===== src/chgs_pkg.sv =====
// Package: widths, point type, state enums, product struct and a sign helper for the hull block.
package chgs_pkg;
  localparam int MAX_POINTS = 32;
  localparam int COORD_BITS = 16;
  localparam int IDX_BITS   = $clog2(MAX_POINTS);
  localparam int CNT_BITS   = $clog2(MAX_POINTS + 1);
  localparam int SIZE_BITS  = 6;
  localparam int DIF_BITS   = COORD_BITS + 1;
  localparam int PRD_BITS   = 2 * DIF_BITS;
  localparam int QLEN       = 4;
  localparam int QBITS      = $clog2(QLEN);

  typedef logic signed [COORD_BITS-1:0] coord_t;
  typedef logic signed [DIF_BITS-1:0]   dif_t;
  typedef logic signed [PRD_BITS-1:0]   prd_t;
  typedef logic [IDX_BITS-1:0]          idx_t;
  typedef logic [CNT_BITS-1:0]          cnt_t;

  typedef struct packed {
    coord_t x;
    coord_t y;
    logic   last;
  } pt_t;

  typedef enum logic [1:0] {
    TURN_LEFT  = 2'd0,
    TURN_RIGHT = 2'd1,
    TURN_NONE  = 2'd2
  } turn_t;

  // Back end sequence: load, dedup, start point, sort, scan, emit
  typedef enum logic [3:0] {
    B_LOAD, B_DUP, B_MIN_RD, B_MIN, B_SORT_RD, B_CMP_LD, B_T1_EX, B_T1_CHK,
    B_T2_EX, B_T2_CHK, B_SCAN_INIT, B_SCAN_RD, B_SCAN_EX, B_SCAN_CHK, B_OUT
  } bst_t;

  // Registered cross products and differences; the back end classifies them.
  typedef struct packed {
    prd_t t1;
    prd_t t2;
    dif_t dx1;
    dif_t dy1;
    dif_t dx2;
    dif_t dy2;
  } tp_t;

  function automatic logic opp(dif_t a, dif_t b);
    opp = (a < 0 && b > 0) || (a > 0 && b < 0);
  endfunction
endpackage


===== src/chgs_if.sv =====
// Valid/ready stream interfaces for points and hull vertices.
interface chgs_in_if;
  import chgs_pkg::*;
  logic   valid;
  logic   ready;
  coord_t px;
  coord_t py;
  logic   final_point;
  modport source(output valid, px, py, final_point, input ready);
  modport sink(input valid, px, py, final_point, output ready);
endinterface



===== src/chgs_front.sv =====
// Front end: accepts point items and queues them for the back end.
module chgs_front import chgs_pkg::*; (
  input  logic       clk,
  input  logic       rst_n,
  chgs_in_if.sink    in_ch,
  output logic       q_valid,
  output pt_t        q_data,
  input  logic       q_pop
);
  pt_t              mem_r [QLEN];
  logic [QBITS-1:0] wp_r, rp_r;
  logic [QBITS:0]   cnt_r;

  assign in_ch.ready = (cnt_r != (QBITS+1)'(QLEN));
  assign q_valid     = (cnt_r != '0);
  assign q_data      = mem_r[rp_r];

  always_ff @(posedge clk) begin
    if (in_ch.valid && in_ch.ready) begin
      mem_r[wp_r] <= '{x: in_ch.px, y: in_ch.py, last: in_ch.final_point};
    end
  end

  // pointers
  always_ff @(posedge clk) begin
    if (!rst_n) begin
      wp_r <= '0; rp_r <= '0; cnt_r <= '0;
    end else begin
      if (in_ch.valid && in_ch.ready) wp_r <= wp_r + 1'b1;
      if (q_pop) rp_r <= rp_r + 1'b1;
      cnt_r <= cnt_r + (QBITS+1)'(in_ch.valid && in_ch.ready) - (QBITS+1)'(q_pop);
    end
  end
endmodule


===== src/flat_wrapper.sv =====
// flat-port wrapper written by rule: the top's interface ports become plain ports
module chgs_front_flat import chgs_pkg::*;
  (clk, rst_n, q_valid, q_data, q_pop, in_ch_valid, in_ch_px, in_ch_py, in_ch_final_point, in_ch_ready);
  chgs_in_if in_ch_i ();
  input  logic clk;
  input  logic rst_n;
  output logic q_valid;
  output pt_t q_data;
  input  logic q_pop;
  input wire logic [$bits(in_ch_i.valid)-1:0] in_ch_valid;
  input wire logic [$bits(in_ch_i.px)-1:0] in_ch_px;
  input wire logic [$bits(in_ch_i.py)-1:0] in_ch_py;
  input wire logic [$bits(in_ch_i.final_point)-1:0] in_ch_final_point;
  output wire logic [$bits(in_ch_i.ready)-1:0] in_ch_ready;
  assign in_ch_i.valid = in_ch_valid;
  assign in_ch_i.px = in_ch_px;
  assign in_ch_i.py = in_ch_py;
  assign in_ch_i.final_point = in_ch_final_point;
  assign in_ch_ready = in_ch_i.ready;
  chgs_front u_core (.clk(clk), .rst_n(rst_n), .in_ch(in_ch_i), .q_valid(q_valid), .q_data(q_data), .q_pop(q_pop));
endmodule

===== config.mk =====
export PLATFORM = sky130hd
export DESIGN_NAME = chgs_front_flat
export DESIGN_NICKNAME = d
export VERILOG_FILES = /design/src/chgs_pkg.sv /design/src/chgs_if.sv /design/src/chgs_front.sv /design/src/flat_wrapper.sv
export SDC_FILE = /design/constraint.sdc
export NUM_CORES = 1
export LEC_CHECK = 0
export BUFFER_PORTS_ARGS = -buffer_cell sky130_fd_sc_hd__buf_2
export CAP_MARGIN = 20
export CORE_MARGIN = 4
export CORE_UTILIZATION = 51
export CTS_BUF_LIST = sky130_fd_sc_hd__clkbuf_16
export DETAILED_ROUTE_END_ITERATION = 8
export PLACE_DENSITY_LB_ADDON = 0.05
export RECOVER_POWER = 25
export SLEW_MARGIN = 20
export SYNTH_ARGS = -nofsm -noshare
export SYNTH_HDL_FRONTEND = slang
export SYNTH_SLANG_ARGS = --single-unit

===== constraint.sdc =====
create_clock -name clk -period 2.4 [get_ports clk]
set_clock_uncertainty 0.2 [all_clocks]
set_input_delay 0.6 -clock clk [delete_from_list [all_inputs] [get_ports clk]]
set_output_delay 0.6 -clock clk [all_outputs]
set_load 0.02 [all_outputs]

# --- Yosys cells after proc, flatten, opt, wreduce, memory -nomap -nowiden ---
# Memory sizes are Yosys's and may differ from the RTL's. A register that Yosys moved wholly into a read port is not among the register bits.
# Index checks and enable logic that the tools add are counted.
word_totals:
  elab_cells: 15
  mem_bits_rw: 132
  memories: 1
  in_bits: 37
  out_inout_bits: 35
  register_bits: 7
memory_table:
  columns: ["name", "words", "width", "read_ports", "rd_clocked_by_memory_dff", "write_ports", "line_no", "text"]
  rows:
  - ["u_core.mem_r", 4, 33, 1, 1, 1, "chgs_front.sv:10", "pt_t mem_r [QLEN];"]
classes:
  eq_ne: 1
  mux: 4
  n_reduce_logical: 2
  addsub: 4
ops:
  columns: ["cell", "n"]
  rows:
  - ["2-bit by 1-bit adder with 2-bit output (second input constant)", 2]
  - ["2-bit 2-to-1 mux", 2]
  - ["3-bit by 1-bit adder with 3-bit output", 1]
  - ["3-bit inequality test (second input constant)", 1]
  - ["3-bit nonzero test", 1]
  - ["3-bit by 1-bit subtractor with 3-bit output", 1]
  - ["1-bit 2-to-1 mux", 2]
  - ["1-bit logical AND", 1]

# --- Longest topological paths before layout ---
# Gate-level depths: netlist of run 1.
logic_depth:
  depth_word: 4
  ltp_mapped: 9
  depth_no_buf: 9

# --- Least setup slack after synthesis of run 1 ---
# OpenSTA, ideal clock, no wires.
synth_timing:
  path_kind: "input to register"
  from: "in in_ch_valid"
  to: "mem u_core.mem_r[2][0] (netlist name) (enable)"
  path_buffers: 0
  setup_ns: 0.393
  required_time_ns: 1.807
  path_stages: 2
  arrival_ns: 1.729
  path_slack_ns: 0.078
  path_cell_list: "a21boi_2 and2_1"
synth_via:
  elab_chain_len: 3
synth_lines:
  columns: ["element", "line_no", "text"]
  rows:
  - ["from (decl)", "flat_wrapper.sv:10", "input wire logic [$bits(in_ch_i.valid)-1:0] in_ch_valid;"]
  - ["1-bit logical AND", "chgs_front.sv:19", "if (in_ch.valid && in_ch.ready) begin"]
  - ["1-bit 2-to-1 mux", "chgs_front.sv:19", null]
  - ["1-bit 2-to-1 mux (implied by the code)", "chgs_front.sv:20", "mem_r[wp_r] <= '{x: in_ch.px, y: in_ch.py, last: in_ch.final_point};"]
  - ["to (decl)", "chgs_front.sv:10", null]
# No other way between the ends.

==> results of run 1 <==
==> Yosys cell counts (3+ instances only) <==
master,n
edfxtp_1,132
mux4_2,30
and2_1,9
dfxtp_1,9
ha_1,6
nand2_1,6
inv_1,5
buf_12,3
buf_2,3
mux4_1,3
xnor2_1,3
==> per-layer routing <==
metal / part of all wire / wire, um
met4: 0.0088 / 76
met2: 0.50 / 4350
met3: 0.050 / 432
met5: 0 / 0
met1: 0.44 / 3770
==> state kept, by name, summed over array words and instances, names as in the netlist, named ones only <==
name	cells
u_core.rp_r	2
u_core.wp_r	2
u_core.mem_r	132
u_core.cnt_r	3
==> placed cells by master (no fill, tap or decap) <==
| cell | count |
|---|---|
| a21boi_2 | 1 |
| and2_1 | 5 |
| and2_2 | 4 |
| buf_12 | 2 |
| buf_2 | 48 |
| buf_4 | 13 |
| buf_6 | 8 |
| bufinv_16 | 5 |
| clkbuf_1 | 18 |
| clkbuf_16 | 17 |
| clkinv_1 | 3 |
| clkinv_2 | 3 |
| clkinv_4 | 1 |
| clkinvlp_4 | 2 |
| dfxtp_1 | 7 |
| dfxtp_2 | 1 |
| dfxtp_4 | 1 |
| edfxtp_1 | 132 |
| fa_1 | 1 |
| ha_1 | 6 |
| inv_1 | 5 |
| mux2i_1 | 2 |
| mux4_2 | 33 |
| nand2_1 | 6 |
| nor2_1 | 1 |
| nor2b_1 | 1 |
| or3_1 | 1 |
| xnor2_1 | 3 |
| xor2_1 | 1 |
==> logic make-up (layout without fill, tap and decap cells) <==
| family | Yosys count | after routing | share of synthesized area |
|---|---|---|---|
| xor+xnor | 4 | 4 | 0.00665 |
| flops | 141 | 141 | 0.787 |
| mux | 35 | 35 | 0.147 |
| compound gates | 1 | 1 | 0.00214 |
| buf+inv | 14 | 125 | 0.0214 |
| fa+ha+maj | 7 | 7 | 0.0181 |
| simple gates | 18 | 18 | 0.0181 |
==> final timing paths <==
| kind | slack (ps) | to | from |
|---|---|---|---|
| worst max register to register | 420 | u_core.cnt_r[2]$_SDFF_PN0_ | u_core.cnt_r[1]$_SDFF_PN0_ |
| worst max-delay path | -120 | q_data[8] | flip-flop |
| worst min register to register | 300 | u_core.wp_r[0]$_SDFFE_PN0P_ | u_core.wp_r[0]$_SDFFE_PN0P_ |
| worst min-delay path | 220 | u_core.mem_r[1][22]$_DFFE_PP_ | in_ch_px[5] |
==> cell type report <==
| type | instances | area, um^2 |
|---|---|---|
| clock buffer | 17 | 425 |
| clock inverter | 14 | 200 |
| fill | 680 | 3410 |
| inverter | 5 | 18.8 |
| multi-input combinational | 65 | 1000 |
| sequential | 141 | 4150 |
| tap | 133 | 166 |
| timing repair buffer | 89 | 536 |
==> report_power, final <==
group	leakage (nW)	internal [mW]	switching (mW)
Clock	0.301	1.82	0.898
Sequential	1.28	2.99	0.0866
Combinational	0.660	0.457	0.587
==> critical path, stage by stage, from the launching register on <==
cell	delay (ps)
dfxtp_4	410
buf_6	150
buf_6	100
mux4_2	500
buf_6	150
==> stage by stage <==
stage                     std cells  hold WS, ps  total power, mW  utilization  TNS [ps]
after detailed placement        431          299             4.15        0.590         0
after floorplan                 220          268             3.79            -         0
final                           464          218             6.83        0.656     -2270
after CTS                       464          194             6.91        0.657     -3790
after global placement          431          290             4.14        0.590         0
after global routing            464          208             7.13        0.656     -4960
==> what timing repair did <==
action	in CTS	in global routing
buffers inserted	2	0
endpoints found under the setup margin	33	33
resized for setup	15	3
endpoints found under the hold margin	0	0
pin swaps	0	0
==> impl_metrics.csv, run 1 <==
group,metric,value,unit
cells_and_area,syn2layout_area_growth,23.4,%
routing,remaining_drc_errors,0,
routing,vias,2366,
yosys,ys.flop_type,"edfxtp_1",
status,outcome,"complete, but fails checks",
floorplanning,io_pins,72,
routing,antenna_left,0,
floorplanning,chipWidth,110,um
placement,dpl.hpwl,5510,um
power,p_per_area,1050,nW/um^2
placement,post_dp_cell_area,5850,um^2
setup_path,crit_required,1600,ps
yosys,synth-edff-count,132,
global_routing,gr-max-usage-layer,"met2",
cts,cts_buffers,17,
placement,pre_cts_slack,58.3,ps
global_routing,grt_pass1_vias,2619,
placement,gp_congestion,0.667,
power,p_leak,2.25,nW
setup_path,cp_max_fo,6,
yosys,synth_cell_types,20,
global_routing,grt.met1_usage,0.206,
yosys,synthesis.nets,264,
floorplanning,initial_core_util,0.532,
cts,clk_pin_slew,50,ps
sta,fmax,397,MHz
floorplanning,core_area,9910,um^2
global_routing,grtUsageTotal,0.163,
cts,cts.path.max_buffers,2,
global_routing,grt_max_degree,20,
cells_and_area,final_area,6500,um^2
yosys,synth_cells,220,
sta,setup_violations,33,
setup_path,endpoint_kind,"output port",
setup_path,critPathArrivalTime,1720,ps
global_routing,grt_pass1_wl,13800,um
setup_path,cp-start-kind,"flip-flop",
yosys,synth.top_cells.by_area,"edfxtp_1 75%, mux4_2 13%, dfxtp_1 3.4%",
yosys,synth-seq-cells,141,
cells_and_area,n_antenna_cell,0,
global_routing,grt.overflow.total,0,
routing,drt_wl_total,8630,um
yosys,avgSynthCellArea,23.9,um^2
sta,layout_min_cycle_time,2520,ps
sta,relSlewSlack,0.801,
power,ir_drop,0.000629,V
placement,port_buffers,71,
setup_path,r2r_cells,8,
sta,rsz0062_at_grt,"yes",
yosys,synth_top_area_share,0.752,
global_routing,use_met2,0.258,
hold_path,min_path_type,"in2reg",
floorplanning,die_area,12000,um^2
cells_and_area,layout-drive-gt1-share,0.420,
floorplanning,dieHeight,110,um
routing,dr.pass1.iters,4,
cts,htreeDepth,4,
sta,postLayoutSetupSlackWorst,-119,ps
setup_path,path_class,"reg2out",
sta,final.period_utilization,1.05,
yosys,ys_warn_count,0,
routing,drtIter0Drc,109,
yosys,async_reset_ff_frac,0,
routing,wl_per_cell,18.6,um
sta,hold_viol_final,0,
floorplanning,rows,36,
global_routing,antenna_found_initial,0,
cts,clock-sinks,141,
status,violations,"negative setup slack",
routing,vias_per_cell,5.10,
yosys,synth_area,5270,um^2
yosys,yosysTopAreaCell,"edfxtp_1",
cts,ctsHoldBuffers,0,
cts,root_buffer,"clkbuf_16",
cts,cts_tree,"done",
yosys,synth_seq_area_share,0.787,
cts,clk_latency,400,ps
cells_and_area,fin_nets,363,
sta,report.final.slew_viol_count,0,
sta,worst_pin_slew,299,ps
run,maxCapViolCount,0,
global_routing,grt_use_met3,0.0593,
hold_path,whs_path_depth,1,
Note: power is estimated with default switching activity, not from simulation.
==> inputs of run 2 (changes only) <==
--- a/config.mk
+++ b/config.mk
@@ -7,8 +7,10 @@
 export LEC_CHECK = 0
 export BUFFER_PORTS_ARGS = -buffer_cell sky130_fd_sc_hd__buf_2
 export CAP_MARGIN = 20
+export CELL_PAD_IN_SITES_DETAIL_PLACEMENT = 1
+export CELL_PAD_IN_SITES_GLOBAL_PLACEMENT = 2
 export CORE_MARGIN = 4
-export CORE_UTILIZATION = 51
+export CORE_UTILIZATION = 40
 export CTS_BUF_LIST = sky130_fd_sc_hd__clkbuf_16
 export DETAILED_ROUTE_END_ITERATION = 8
 export PLACE_DENSITY_LB_ADDON = 0.05
==> impl_metrics.csv, run 2 (same netlist as run 1, synthesis figures left out) <==
group,metric,value,unit
status,outcome,"complete, but fails checks",
status,violations,"negative setup slack",
routing,vias,2455,
routing,dr.pass1.iters,4,
setup_path,r2r_slack,410,ps
global_routing,grtUsageTotal,0.143,
floorplanning,io_pins,72,
cts,ctsHoldBuffers,0,
placement,gp_congestion,0.671,
cts,clk_pin_slew,50,ps
sta,setup_tns,-3270,ps
sta,final.period_utilization,1.05,
routing,remaining_drc_errors,0,
routing,vias_per_cell,4.91,
cts,cts.path.max_buffers,2,
cts,root_buffer,"clkbuf_16",
setup_path,crit_path_cell_trace,"clkbuf_16 > mux4_2 > buf_6",
global_routing,grt_pass1_wl,15400,um
cells_and_area,syn2layout_area_growth,25.9,%
setup_path,r2r_start,"u_core.cnt_r[1]$_SDFF_PN0_",
setup_path,path_class,"reg2out",
cts,htreeDepth,4,
setup_path,critPathArrivalTime,1710,ps
floorplanning,chipWidth,123,um
cells_and_area,largest_reg_flops,132,
setup_path,cp-start-kind,"flip-flop",
cells_and_area,reg.largest.list,"u_core.mem_r x132, u_core.cnt_r x3",
hold_path,hold_start,"in_ch_px[14]",
setup_path,r2r_cells,8,
power,p_leak,2.26,nW
setup_path,slowest_stage,"mux4_2",
floorplanning,die_area,15100,um^2
global_routing,grt_max_degree,34,
setup_path,endpoint_kind,"output port",
cells_and_area,layout-drive-gt1-share,0.399,
sta,fmax,398,MHz
power,p_per_area,1010,nW/um^2
hold_path,holdPathEnd,"u_core.mem_r[0][31]$_DFFE_PP_",
sta,timing.hold.ws,209,ps
sta,worst_pin_slew,261,ps
cells_and_area,n_antenna_cell,0,
cells_and_area,final_cell_mix,"132 x edfxtp_1, 33 x mux4_2, 30 x buf_2",
sta,setup_violations,33,
hold_path,whs_path_depth,1,
sta,postLayoutSetupSlackWorst,-115,ps
cts,clock-sinks,141,
cts,clk_latency,410,ps
routing,drtIter0Drc,201,
setup_path,worstReg2RegEnd,"u_core.cnt_r[2]$_SDFF_PN0_",
floorplanning,dieHeight,123,um
routing,antenna_left,0,
sta,hold_viol_final,0,
global_routing,grt_pass1_vias,2710,
run,maxCapViolCount,0,
cts,cts_buffers,17,
floorplanning,initial_core_util,0.412,
hold_path,min_path_type,"in2reg",
power,ir_drop,0.000552,V
placement,dpl.hpwl,6030,um
floorplanning,core_area,12800,um^2
setup_path,crit_required,1600,ps
sta,layout_min_cycle_time,2510,ps
sta,report.final.slew_viol_count,0,
global_routing,grt.overflow.total,0,
cts,cts_tree,"done",
sta,rsz0062_at_grt,"yes",
cts,cts_setup_buffers,0,
cells_and_area,max_flop_register,"u_core.mem_r",
setup_path,cp_slowest_stage_delay,520,ps
floorplanning,rows,41,
cells_and_area,fin_nets,360,
routing,wl_per_cell,20.0,um
global_routing,antenna_found_initial,0,
placement,port_buffers,71,
sta,relSlewSlack,0.826,
setup_path,cp_max_fo,6,
routing,drt_wl_total,9980,um
cells_and_area,final_common_cell,"edfxtp_1",
==> run 2: changes by cell type in the layout (fill, tap and decap cells not counted), sizes merged <==
| cell | previous run | this run |
|---|---|---|
| clkbuf | 35 | 37 |
| clkinv | 7 | 10 |
| bufinv | 5 | 2 |
| clkinvlp | 2 | 0 |
| buf | 71 | 66 |
| inv | 5 | 7 |
==> run 2: worst max path at each step <==
stage	start	endpoint	depth (start not counted)
floorplan	in_ch_valid	u_core.mem_r[2][0]$_DFFE_PP_	2
global placement	q_pop	u_core.cnt_r[2]$_SDFF_PN0_	9
detailed placement	q_pop	u_core.cnt_r[2]$_SDFF_PN0_	9
CTS	flip-flop	q_data[13]	3
global route	flip-flop	q_data[25]	3
finish	flip-flop	q_data[29]	3
==> run 2: repair_timing <==
| action | CTS | global route |
|---|---|---|
| pin swaps | 0 | 0 |
| endpoints found under the setup margin | 33 | 33 |
| gates resized for setup | 24 | 28 |
| hold endpoints to repair | 0 | 0 |
| cloned | 1 | 1 |
==> run 2: where the power goes <==
| part | switching (mW) | total (mW) | internal [mW] | leakage (nW) |
|---|---|---|---|---|
| Clock | 0.897 | 2.38 | 1.48 | 0.276 |
| Sequential | 0.0889 | 3.07 | 2.99 | 1.28 |
| Combinational | 0.640 | 1.21 | 0.572 | 0.704 |
==> run 2: worst max-delay path, delay by kind of cell, from the launching register on <==
| family | cells | cell delay [ps] |
|---|---|---|
| buf+inv | 2 | 340 |
| flops | 1 | 440 |
| mux | 1 | 520 |
==> run 2: area by class of cell <==
cell class                      instances  area [um^2]
Timing Repair Buffer                   86          707
Tap cell                              172          215
Clock inverter                         14          111
Clock buffer                           17          425
Inverter                                5         18.8
Fill cell                            1143         6140
Multi-Input combinational cell         65         1000
Sequential cell                       141         4150
==> run 2: stage by stage <==
step                instances   util  area [um^2]  total power, mW  setup WS (ps)
CTS                       499  0.512         6540             6.69           -178
floorplan                 220      -         5270             3.79           77.6
finish                    500  0.519         6630             6.67           -115
global placement          467  0.464         5920             4.20           71.0
detailed placement        467  0.464         5920             4.22           57.8
global route              500  0.519         6630             6.97           -181
==> run 2: layer usage <==
metal / global-route usage / vias up / wire [um]
li1: - / 1094 / -
met1: 0.187 / 1288 / 4470
met2: 0.221 / 62 / 4990
met3: 0.0456 / 11 / 397
met4: 0.0630 / 0 / 112
met5: 0 / - / 0
==> inputs of run 3 (changes only) <==
--- a/config.mk
+++ b/config.mk
@@ -9,12 +9,10 @@
 export CAP_MARGIN = 20
 export CELL_PAD_IN_SITES_DETAIL_PLACEMENT = 1
 export CELL_PAD_IN_SITES_GLOBAL_PLACEMENT = 2
-export CORE_MARGIN = 4
 export CORE_UTILIZATION = 40
 export CTS_BUF_LIST = sky130_fd_sc_hd__clkbuf_16
 export DETAILED_ROUTE_END_ITERATION = 8
 export PLACE_DENSITY_LB_ADDON = 0.05
-export RECOVER_POWER = 25
 export SLEW_MARGIN = 20
 export SYNTH_ARGS = -nofsm -noshare
 export SYNTH_HDL_FRONTEND = slang
==> impl_metrics.csv, run 3 (same netlist as run 1, synthesis figures left out) <==
group,metric,value,unit
cells_and_area,seq_area,4150,um^2
sta,final.period_utilization,1.07,
setup_path,crit_path_cell_trace,"buf_12 > buf_16 > mux4_2 > buf_6",
cts,htreeDepth,4,
cells_and_area,fillCellCount,1185,
cts,cts_tree,"done",
cells_and_area,final_common_cell,"edfxtp_1",
placement,gp_congestion,0.666,
setup_path,path_class,"reg2out",
setup_path,cp-start-kind,"flip-flop",
global_routing,antenna_found_initial,1,
hold_path,whs_path_depth,1,
sta,setup_violations,33,
routing,vias,2442,
cells_and_area,layout-drive-gt1-share,0.443,
routing,dr.pass1.iters,3,
cts,clk_latency,410,ps
routing,vias_per_cell,4.91,
cts,root_buffer,"clkbuf_16",
sta,fmax,391,MHz
placement,port_buffers,71,
setup_path,cp_max_fo,7,
global_routing,grt_pass1_vias,2717,
setup_path,r2r_cells,8,
hold_path,min_path_type,"in2reg",
hold_path,hold_start,"in_ch_px[12]",
cells_and_area,syn2layout_area_growth,26.0,%
setup_path,endpoint_kind,"output port",
sta,report.final.slew_viol_count,0,
routing,wl_per_cell,20.3,um
sta,layout_min_cycle_time,2560,ps
setup_path,critPathArrivalTime,1760,ps
routing,drtIter0Drc,112,
routing,antenna_left,0,
setup_path,r2r_slack,390,ps
setup_path,worstReg2RegEnd,"u_core.cnt_r[2]$_SDFF_PN0_",
power,finalPower,6.43,mW
sta,timing.hold.ws,206,ps
routing,remaining_drc_errors,0,
floorplanning,initial_core_util,0.414,
cells_and_area,max_flop_register,"u_core.mem_r",
status,violations,"negative setup slack",
floorplanning,io_pins,72,
global_routing,grt.overflow.total,0,
global_routing,grt_max_degree,34,
routing,drt_wl_total,10100,um
cells_and_area,largest_reg_flops,132,
global_routing,grt_pass1_wl,15700,um
cts,cts.path.max_buffers,2,
cells_and_area,multi_input_area,1010,um^2
floorplanning,die_area,13600,um^2
setup_path,slowest_stage,"mux4_2",
cts,clock-sinks,141,
sta,postLayoutSetupSlackWorst,-158,ps
sta,setup_tns,-2990,ps
cts,cts_buffers,17,
hold_path,holdPathEnd,"u_core.mem_r[2][29]$_DFFE_PP_",
floorplanning,rows,41,
cells_and_area,n_antenna_cell,0,
placement,dpl.hpwl,5880,um
floorplanning,dieHeight,117,um
power,p_leak,2.31,nW
cells_and_area,utilization,0.522,
floorplanning,chipWidth,117,um
cells_and_area,final_cell_mix,"132 x edfxtp_1, 44 x buf_2, 32 x mux4_2",
floorplanning,core_area,12700,um^2
global_routing,grtUsageTotal,0.169,
run,maxCapViolCount,0,
setup_path,crit_required,1600,ps
cells_and_area,reg.largest.list,"u_core.mem_r x132, u_core.cnt_r x3",
sta,worst_pin_slew,284,ps
sta,hold_viol_final,0,
status,outcome,"complete, but fails checks",
sta,rsz0062_at_grt,"yes",
cts,clk_pin_slew,50,ps
setup_path,cp_slowest_stage_delay,520,ps
sta,relSlewSlack,0.811,
setup_path,r2r_start,"u_core.cnt_r[1]$_SDFF_PN0_",
cells_and_area,fin_nets,360,
power,p_per_area,970,nW/um^2
power,ir_drop,0.000490,V
[run 3: cell count changes in the layout (fill, tap and decap cells not counted), sizes merged]
cell,before,now
buf,66,86
bufinv,2,0
clkbuf,37,17
clkinv,10,3
clkinvlp,0,1
inv,7,12
[run 3: report_power, final]
group          leakage, nW  switching, mW  total (mW)  internal [mW]
clock                0.254          0.863        2.12           1.25
sequential            1.28         0.0928        3.08           2.99
combinational        0.773          0.639        1.24          0.598
total                 2.31           1.59        6.43           4.84
[run 3: area by class of cell]
cell class | instances | share of cell area
flip-flops and latches | 141 | 0.625
multi-input cells | 65 | 0.152
repair buffers | 86 | 0.116
clock buffers | 17 | 0.0641
well taps | 172 | 0.0324
clock inverters | 11 | 0.00698
inverters | 5 | 0.00283
[run 3: critical path: cells and delay by family (launching register included)]
| family | cells | cell delay [ps] |
|---|---|---|
| multiplexers | 1 | 520 |
| buffers and inverters | 3 | 420 |
| flip-flops | 1 | 400 |
[run 3: metrics by stage]
step | cells | setup slack, ps | instance area, um^2
global placement | 465 | 66.4 | 5910
detailed placement | 465 | 47.5 | 5910
finish | 497 | -158 | 6640
global route | 497 | -210 | 6640
CTS | 499 | -175 | 6680
floorplan | 220 | 77.6 | 5270
[run 3: per-layer routing]
layer | up-vias | global-route usage | wire length, um
met5 | - | 0 | 13
met4 | 2 | 0.0835 | 176
met3 | 18 | 0.0467 | 339
met2 | 49 | 0.277 | 5210
met1 | 1275 | 0.207 | 4330
li1 | 1098 | - | -
[run 3: how the worst max path moves through the flow]
stage                      startpoint  slack [ps]  cells after the start                            to
final                       flip-flop        -160                      4                    q_data[27]
after global routing        flip-flop        -210                      4                    q_data[27]
after CTS                   flip-flop        -170                      4                    q_data[15]
after detailed placement        q_pop          50                      9    u_core.cnt_r[2]$_SDFF_PN0_
after global placement          q_pop          70                      9    u_core.cnt_r[2]$_SDFF_PN0_
after floorplan           in_ch_valid          80                      2  u_core.mem_r[2][0]$_DFFE_PP_
[run 3: repair_timing]
action	4_1_cts	5_1_grt
endpoints found under the setup margin	33	33
pin swaps	0	0
buffers inserted	3	0
hold buffers	0	0
cloned	3	0
resized for setup	62	0
